--- config.mk ---
export PLATFORM = sky130hd
export DESIGN_NAME = dual_priority_message_fifo
export DESIGN_NICKNAME = d
export VERILOG_FILES = /design/src/hw/rtl/dpmf_pkg.sv /design/src/hw/rtl/dpmf_ring.sv /design/src/hw/rtl/dual_priority_message_fifo.sv
export VERILOG_INCLUDE_DIRS = /design/src /design/src/hw/rtl
export SDC_FILE = /design/constraint.sdc
export NUM_CORES = 2
export LEC_CHECK = 0
export BUFFER_PORTS_ARGS = -buffer_cell sky130_fd_sc_hd__buf_4
export CORE_MARGIN = 3
export CORE_UTILIZATION = 24
export DETAILED_ROUTE_END_ITERATION = 7
export HOLD_SLACK_MARGIN = 0.03
export PLACE_DENSITY = 0.39
export SYNTH_ARGS = -nofsm -noshare
export SYNTH_HDL_FRONTEND = slang
export SYNTH_SLANG_ARGS = --single-unit
--- constraint.sdc ---
create_clock -name clk_i -period 11.6 [get_ports clk_i]
set_clock_uncertainty 0.1 [all_clocks]
set_input_delay 0.58 -clock clk_i [delete_from_list [all_inputs] [get_ports clk_i]]
set_output_delay 0.58 -clock clk_i [all_outputs]
set_load 0.05 [all_outputs]
--- src/hw/rtl/assert_macros.svh ---
// assertion macros shared by the rtl files
`ifndef ASSERT_MACROS_SVH
`define ASSERT_MACROS_SVH
`ifndef ASSERT_OFF
// property checked on every edge outside of reset
`define ASSERT_RST(lbl, clk, rstn, prop) \
  lbl: assert property (@(posedge clk) disable iff (!rstn) (prop)) \
    else $error("assertion failed");
// property checked on every edge, reset included
`define ASSERT_ALWAYS(lbl, clk, prop) \
  lbl: assert property (@(posedge clk) (prop)) else $error("assertion failed");
`else
`define ASSERT_RST(lbl, clk, rstn, prop)
`define ASSERT_ALWAYS(lbl, clk, prop)
`endif
`endif

--- src/hw/rtl/dpmf_pkg.sv ---
`timescale 1ns / 1ps
`default_nettype none

package dpmf_pkg;

  // default sizes
  localparam int unsigned DEF_PRIO_DEPTH  = 8;
  localparam int unsigned DEF_LOCAL_DEPTH = 32;
  localparam int unsigned DEF_ITEM_W      = 64;

  // fixed field widths
  localparam int unsigned CMD_W       = 2;
  localparam int unsigned PAYLOAD_W   = 64;
  localparam int unsigned PCOUNT_W    = 3;
  localparam int unsigned LCOUNT_W    = 5;
  localparam int unsigned OUT_TDATA_W = PAYLOAD_W + PCOUNT_W + LCOUNT_W;

  // command codes
  typedef enum logic [CMD_W-1:0] {
    CMD_PUSH_PRIO  = 2'd0,
    CMD_PUSH_LOCAL = 2'd1,
    CMD_POP        = 2'd2
  } command_e;

  // ring status seen by the control logic
  typedef struct packed {
    logic full;
    logic empty;
  } ring_status_t;

  // per-beat flags, also the layout of the result tuser (lowest bit last)
  typedef struct packed {
    logic dropped;
    logic from_priority;
    logic item_valid;
  } result_flags_t;

endpackage

`default_nettype wire

--- src/hw/rtl/dpmf_ring.sv ---
`timescale 1ns / 1ps
`default_nettype none
`include "assert_macros.svh"

module dpmf_ring #(
  parameter int unsigned DEPTH   = dpmf_pkg::DEF_PRIO_DEPTH,
  parameter int unsigned WIDTH   = dpmf_pkg::DEF_ITEM_W,
  parameter int unsigned PTR_W   = $clog2(DEPTH)
) (
  input  wire logic                   clk_i,
  input  wire logic                   rst_ni,
  input  wire logic                   push_i,
  input  wire logic                   pop_i,
  input  wire logic [WIDTH-1:0]       wdata_i,
  output dpmf_pkg::ring_status_t      status_o,
  output logic      [PTR_W-1:0]       count_o,
  output logic      [WIDTH-1:0]       rdata_o
);

  import dpmf_pkg::*;

  logic [PTR_W-1:0] head_q, head_d, head_nxt;
  logic [PTR_W-1:0] tail_q, tail_d, tail_nxt;
  logic [PTR_W:0]   diff;
  logic [WIDTH-1:0] mem_q [DEPTH];
  logic [WIDTH-1:0] rdata_q;

  // pointer increment with wrap at the ring depth
  assign head_nxt = (head_q == PTR_W'(DEPTH - 1)) ? '0 : head_q + PTR_W'(1);
  assign tail_nxt = (tail_q == PTR_W'(DEPTH - 1)) ? '0 : tail_q + PTR_W'(1);

  // one slot stays empty, so full means head is one behind tail
  assign status_o.full  = (head_nxt == tail_q);
  assign status_o.empty = (head_q == tail_q);

  // occupancy
  always_comb begin
    if (head_q >= tail_q) begin
      diff = {1'b0, head_q} - {1'b0, tail_q};
    end else begin
      diff = {1'b0, head_q} + (PTR_W + 1)'(DEPTH) - {1'b0, tail_q};
    end
  end
  assign count_o = diff[PTR_W-1:0];

  assign head_d = push_i ? head_nxt : head_q;
  assign tail_d = pop_i ? tail_nxt : tail_q;

  // pointers
  always_ff @(posedge clk_i or negedge rst_ni) begin
    if (!rst_ni) begin
      head_q <= '0;
      tail_q <= '0;
    end else begin
      head_q <= head_d;
      tail_q <= tail_d;
    end
  end

  // storage: one write and one registered read per cycle
  always_ff @(posedge clk_i) begin
    if (push_i) begin
      mem_q[head_q] <= wdata_i;
    end
  end

  always_ff @(posedge clk_i) begin
    if (pop_i) begin
      rdata_q <= mem_q[tail_q];
    end
  end

  assign rdata_o = rdata_q;

  `ASSERT_RST(a_push_not_full, clk_i, rst_ni, push_i |-> !status_o.full)
  `ASSERT_RST(a_pop_not_empty, clk_i, rst_ni, pop_i |-> !status_o.empty)
  `ASSERT_RST(a_full_empty_excl, clk_i, rst_ni, !(status_o.full && status_o.empty))

endmodule

`default_nettype wire

--- src/hw/rtl/dual_priority_message_fifo.sv ---
`timescale 1ns / 1ps
`default_nettype none
`include "assert_macros.svh"
// a taken command beat passes the ring stage, then the result register, before its result beat is offered
// throughput: one command beat per cycle unless m_axis_tready stalls a full pipeline
// the next command may enter while a result waits if the ring stage is empty, the result register parts the two sides
// reset clears ring pointers and pipeline valid flags; ring storage is not cleared

module dual_priority_message_fifo #(
  parameter int unsigned PRIORITY_DEPTH = dpmf_pkg::DEF_PRIO_DEPTH,
  parameter int unsigned LOCAL_DEPTH    = dpmf_pkg::DEF_LOCAL_DEPTH,
  parameter int unsigned ITEM_WIDTH     = dpmf_pkg::DEF_ITEM_W
) (
  input  wire logic                               clk_i,
  input  wire logic                               rst_ni,
  input  wire logic                               s_axis_tvalid,
  output logic                                    s_axis_tready,
  input  wire logic [dpmf_pkg::PAYLOAD_W-1:0]     s_axis_tdata,  // payload[63:0]
  input  wire logic [dpmf_pkg::CMD_W-1:0]         s_axis_tuser,  // command[1:0]
  output logic                                    m_axis_tvalid,
  input  wire logic                               m_axis_tready,
  // item_data[63:0], priority_count[66:64], local_count[71:67]
  output logic      [dpmf_pkg::OUT_TDATA_W-1:0]   m_axis_tdata,
  // item_valid[0], from_priority[1], dropped[2]
  output dpmf_pkg::result_flags_t                 m_axis_tuser
);

  import dpmf_pkg::*;

  localparam int unsigned PPTR_W = $clog2(PRIORITY_DEPTH);
  localparam int unsigned LPTR_W = $clog2(LOCAL_DEPTH);

  command_e              cmd;
  logic                  s_fire;
  logic                  out_ready;
  logic                  prio_push, prio_pop, local_push, local_pop;
  ring_status_t          prio_st, local_st;
  logic [PPTR_W-1:0]     prio_cnt;
  logic [LPTR_W-1:0]     local_cnt;
  logic [ITEM_WIDTH-1:0] prio_rdata, local_rdata, item_w;
  logic [31:0]           prio_cnt_ext, local_cnt_ext;
  result_flags_t         flags_d, flags_q;
  logic                  s1_valid_q;
  logic                  out_valid_q;
  result_flags_t         out_flags_q;
  logic [OUT_TDATA_W-1:0] out_data_q, out_data_d;

  // handshake: result register, then the ring stage
  assign out_ready     = !out_valid_q || m_axis_tready;
  assign s_axis_tready = !s1_valid_q || out_ready;
  assign s_fire        = s_axis_tvalid && s_axis_tready;
  assign cmd           = command_e'(s_axis_tuser);

  // command decode against ring status
  always_comb begin
    prio_push  = 1'b0;
    prio_pop   = 1'b0;
    local_push = 1'b0;
    local_pop  = 1'b0;
    flags_d    = '0;
    if (s_fire) begin
      unique case (cmd)
        CMD_PUSH_PRIO: begin
          if (prio_st.full) flags_d.dropped = 1'b1;
          else              prio_push = 1'b1;
        end
        CMD_PUSH_LOCAL: begin
          if (local_st.full) flags_d.dropped = 1'b1;
          else               local_push = 1'b1;
        end
        CMD_POP: begin
          if (!prio_st.empty) begin
            prio_pop              = 1'b1;
            flags_d.item_valid    = 1'b1;
            flags_d.from_priority = 1'b1;
          end else if (!local_st.empty) begin
            local_pop          = 1'b1;
            flags_d.item_valid = 1'b1;
          end
        end
        default: ;
      endcase
    end
  end

  dpmf_ring #(
    .DEPTH (PRIORITY_DEPTH),
    .WIDTH (ITEM_WIDTH)
  ) u_prio_ring (
    .clk_i    (clk_i),
    .rst_ni   (rst_ni),
    .push_i   (prio_push),
    .pop_i    (prio_pop),
    .wdata_i  (s_axis_tdata[ITEM_WIDTH-1:0]),
    .status_o (prio_st),
    .count_o  (prio_cnt),
    .rdata_o  (prio_rdata)
  );

  dpmf_ring #(
    .DEPTH (LOCAL_DEPTH),
    .WIDTH (ITEM_WIDTH)
  ) u_local_ring (
    .clk_i    (clk_i),
    .rst_ni   (rst_ni),
    .push_i   (local_push),
    .pop_i    (local_pop),
    .wdata_i  (s_axis_tdata[ITEM_WIDTH-1:0]),
    .status_o (local_st),
    .count_o  (local_cnt),
    .rdata_o  (local_rdata)
  );

  // ring stage valid
  always_ff @(posedge clk_i or negedge rst_ni) begin
    if (!rst_ni) begin
      s1_valid_q <= 1'b0;
    end else if (s_axis_tready) begin
      s1_valid_q <= s_axis_tvalid;
    end
  end

  always_ff @(posedge clk_i) begin
    if (s_fire) begin
      flags_q <= flags_d;
    end
  end

  // result beat assembly: ring read data and post-step counts
  always_comb begin
    if (!flags_q.item_valid)        item_w = '0;
    else if (flags_q.from_priority) item_w = prio_rdata;
    else                            item_w = local_rdata;
  end
  assign prio_cnt_ext  = 32'(prio_cnt);
  assign local_cnt_ext = 32'(local_cnt);
  assign out_data_d = {local_cnt_ext[LCOUNT_W-1:0], prio_cnt_ext[PCOUNT_W-1:0],
                       PAYLOAD_W'(item_w)};

  // result register
  always_ff @(posedge clk_i or negedge rst_ni) begin
    if (!rst_ni) begin
      out_valid_q <= 1'b0;
    end else if (out_ready) begin
      out_valid_q <= s1_valid_q;
    end
  end

  always_ff @(posedge clk_i) begin
    if (out_ready && s1_valid_q) begin
      out_flags_q <= flags_q;
      out_data_q  <= out_data_d;
    end
  end

  assign m_axis_tvalid = out_valid_q;
  assign m_axis_tdata  = out_data_q;
  assign m_axis_tuser  = out_flags_q;

  `ASSERT_RST(a_accept_fills_stage, clk_i, rst_ni, s_fire |=> s1_valid_q)
  `ASSERT_RST(a_idle_stage_ready, clk_i, rst_ni, !s1_valid_q |-> s_axis_tready)
  `ASSERT_RST(a_prio_needs_item, clk_i, rst_ni,
              m_axis_tvalid |-> (!m_axis_tuser.from_priority || m_axis_tuser.item_valid))
  `ASSERT_RST(a_drop_not_pop, clk_i, rst_ni,
              m_axis_tvalid |-> !(m_axis_tuser.dropped && m_axis_tuser.item_valid))

endmodule

`default_nettype wire
==> impl_metrics.ini <==
[synth]
synth_cell_types = 45
yosys.area.top_type_share_pct = 78.8
synth.area.top_cells = edfxtp_1, mux4_2, mux2_2
synthArstFlopShare_pct = 0.647
syn_nets = 4289
netlist_area_um2 = 105000
synth-seq-cells = 2784
synth_edf_count = 2766
syn_inst = 4200
synth_common_cells = edfxtp_1, mux4_2, clkbuf_1
synth_ff_type = edfxtp_1
synth_top_cell_by_area = edfxtp_1
yosysSeqAreaShare_pct = 79.2
yosysMostFrequentCell = edfxtp_1
synth_warnings = 0
synth.avg_cell_area_um2 = 25.1

[critical_path]
end_kind = register
cpLargestDelayFamily = buffers and inverters
worst-path-buf-inv = 3
worstSetupStartpointType = register
worst_ep_arrival_time_ns = 5.93
crit_path_max_fanout = 46
worst-setup-path-type = register to register
critPathSlowestCell = dfrtp_4
path_cells = buf_4 > buf_4 > buf_4 > mux4_2 > mux4_2 > mux2_2
cp.required_ns = 12.16
cpMostUsedCell = buf_4
crit_path_max_incr_delay_ns = 0.96

[global_route]
grt_overflow = 0
grt_max_degree = 130
grt_pass1_wl_mm = 425
grt_usage_pct = 13.6
antenna_found_initial = 17
grt_pass1_vias = 50300

[cts]
path_clk_slew_ns = 0.06
cts_sinks = 2784
clockBufferDepth = 4
cts_resized = 0
cts.htree.levels = 5
clkLatencyLatePin_ns = 0.91
cts_tree = built
root_buffer = clkbuf_16
cts_buffers = 318

[routing]
wl_per_cell_um = 29.0
detail-route-antenna-nets = 0
drc = 0
drtIter0Drc = 3826
routed_via_density = 4.39
drt_pass1_iterations = 7
routed_wl_mm = 307
via_count = 46600

[cells_and_area]
final_nets = 4709
drive_gt1_share_pct = 33.6
syn2layout_area_growth_pct = 18.4
fin_util_pct = 28.6

[timing]
period_needed_ns = 5.37
fin_ws_ns = 6.23
fin_setup_tns_ns = 0
fin_crit_sh_pct = 46.3
drv_slew = 0
worst_pin_slew_ns = 1.18
max_freq_ghz = 0.186
setup-violations-final = 0
grt_setup_unrepaired = no
fin_hold_ws_ns = 0.104
finalHoldViolCount = 0
max_slew_margin_pct = 21.6

[floorplan]
dieHeight_um = 669
initial_utilization_pct = 24.2
die-area_um2 = 447000
io_pins = 147
coreArea_um2 = 436000
die_w_um = 669
rows = 242

[flow_run]
drv_cap = 0

[power_and_ir_drop]
p_leak_nw = 37.5
vdd_drop_max_mv = 0.138
powerDensity_nw_per_um2 = 212

[place]
dpl_worst_slack_ns = 6.01
dpl.hpwl_mm = 166
routabilityCongestion = 0.699
io_buffers = 146

[status]
status = finished clean

[min_path]
hp-class = primary input to register
-- placed cells by master (no fill, tap or decap), types with 6 or more instances in the layout --
cell type	n
nor2_1	10
mux2i_1	65
nor2b_1	66
xnor2_1	10
dfrtp_4	7
dfrtp_1	11
edfxtp_1	2766
buf_4	237
nor3_1	6
clkinv_2	48
diode_2	7
mux4_2	768
and3_1	7
dlygate4sd3_1	69
clkbuf_16	327
and3_4	32
clkinv_1	68
inv_1	15
mux2_2	132
nand2_1	13
clkinvlp_4	11
clkbuf_1	65
buf_12	7
inv_6	9
ha_1	17
bufinv_16	31
-- where the power goes --
part | internal (mW) | switching, mW | total (mW)
logic | 2.32 | 2.52 | 4.84
clock network | 5.85 | 4.08 | 9.93
registers | 11.4 | 0.301 | 11.7
-- layout make-up --
cell class	count	area (µm²)
fillers	42400	311000
flip-flops and latches	2784	83500
multi-input cells	1183	21200
clock buffers	392	8430
well taps	5734	7170
repair buffers	313	2610
clock inverters	176	1780
inverters	20	92.6
diodes	7	17.5
-- metal layers --
metal	global-route usage [%]	vias up	wire [µm]
met5	0	-	46
met4	2.71	8	5620
met3	2.02	356	11900
met2	23.6	983	157000
met1	18.0	26200	133000
li1	-	19000	-
-- timing repair --
item                                    CTS  global route
buffers inserted                          0             0
endpoints found under the hold margin  2297             0
hold buffers                             69             0
-- flip-flops by register name, indices dropped and copies added, names as in the netlist --
register and cells:
s1_valid_q 1, u_prio_ring.mem_q 512, m_axis_tdata 72, flags_q 3
u_local_ring.head_q 5, u_prio_ring.rdata_o 64, u_prio_ring.tail_q 3, m_axis_tvalid 1
m_axis_tuser 3, u_local_ring.mem_q 2048, u_local_ring.rdata_o 64, u_prio_ring.head_q 3
u_local_ring.tail_q 5
-- through the flow --
step | cell area [µm²] | cells | total power, mW
after CTS | 125000 | 10600 | 27.1
after global placement | 114000 | 9965 | 17.0
after global routing | 125000 | 10600 | 27.6
after detailed placement | 114000 | 9965 | 17.0
final | 125000 | 10600 | 26.5
after floorplan | 105000 | 4200 | 15.2
-- logic make-up after synthesis --
| group | after synthesis | synth area share (%) |
|---|---|---|
| flops | 2784 | 79.2 |
| mux | 970 | 18.5 |
| buf+inv | 233 | 0.922 |
| simple gates | 161 | 0.904 |
| compound gates | 19 | 0.128 |
| fa+ha+maj | 19 | 0.240 |
| xor+xnor | 14 | 0.116 |
-- worst paths after layout --
| kind | end | cells after the start | from | slack (ns) |
|---|---|---|---|---|
| setup / recovery | u_local_ring.rdata_o[61] | 6 | u_local_ring.tail_q[0] | 6.23 |
| hold / removal | u_local_ring.mem_q[24][12] | 1 | s_axis_tdata[12] | 0.10 |
| setup reg to reg | u_local_ring.rdata_o[61] | 6 | u_local_ring.tail_q[0] | 6.23 |
| hold reg to reg | m_axis_tvalid | 1 | s1_valid_q | 0.40 |
| max in group asynchronous | u_local_ring.tail_q[0] | 3 | rst_ni | 9.81 |
| min in group asynchronous | s1_valid_q | 3 | rst_ni | 0.84 |
No activity file was read; power rests on OpenSTA's default activity.
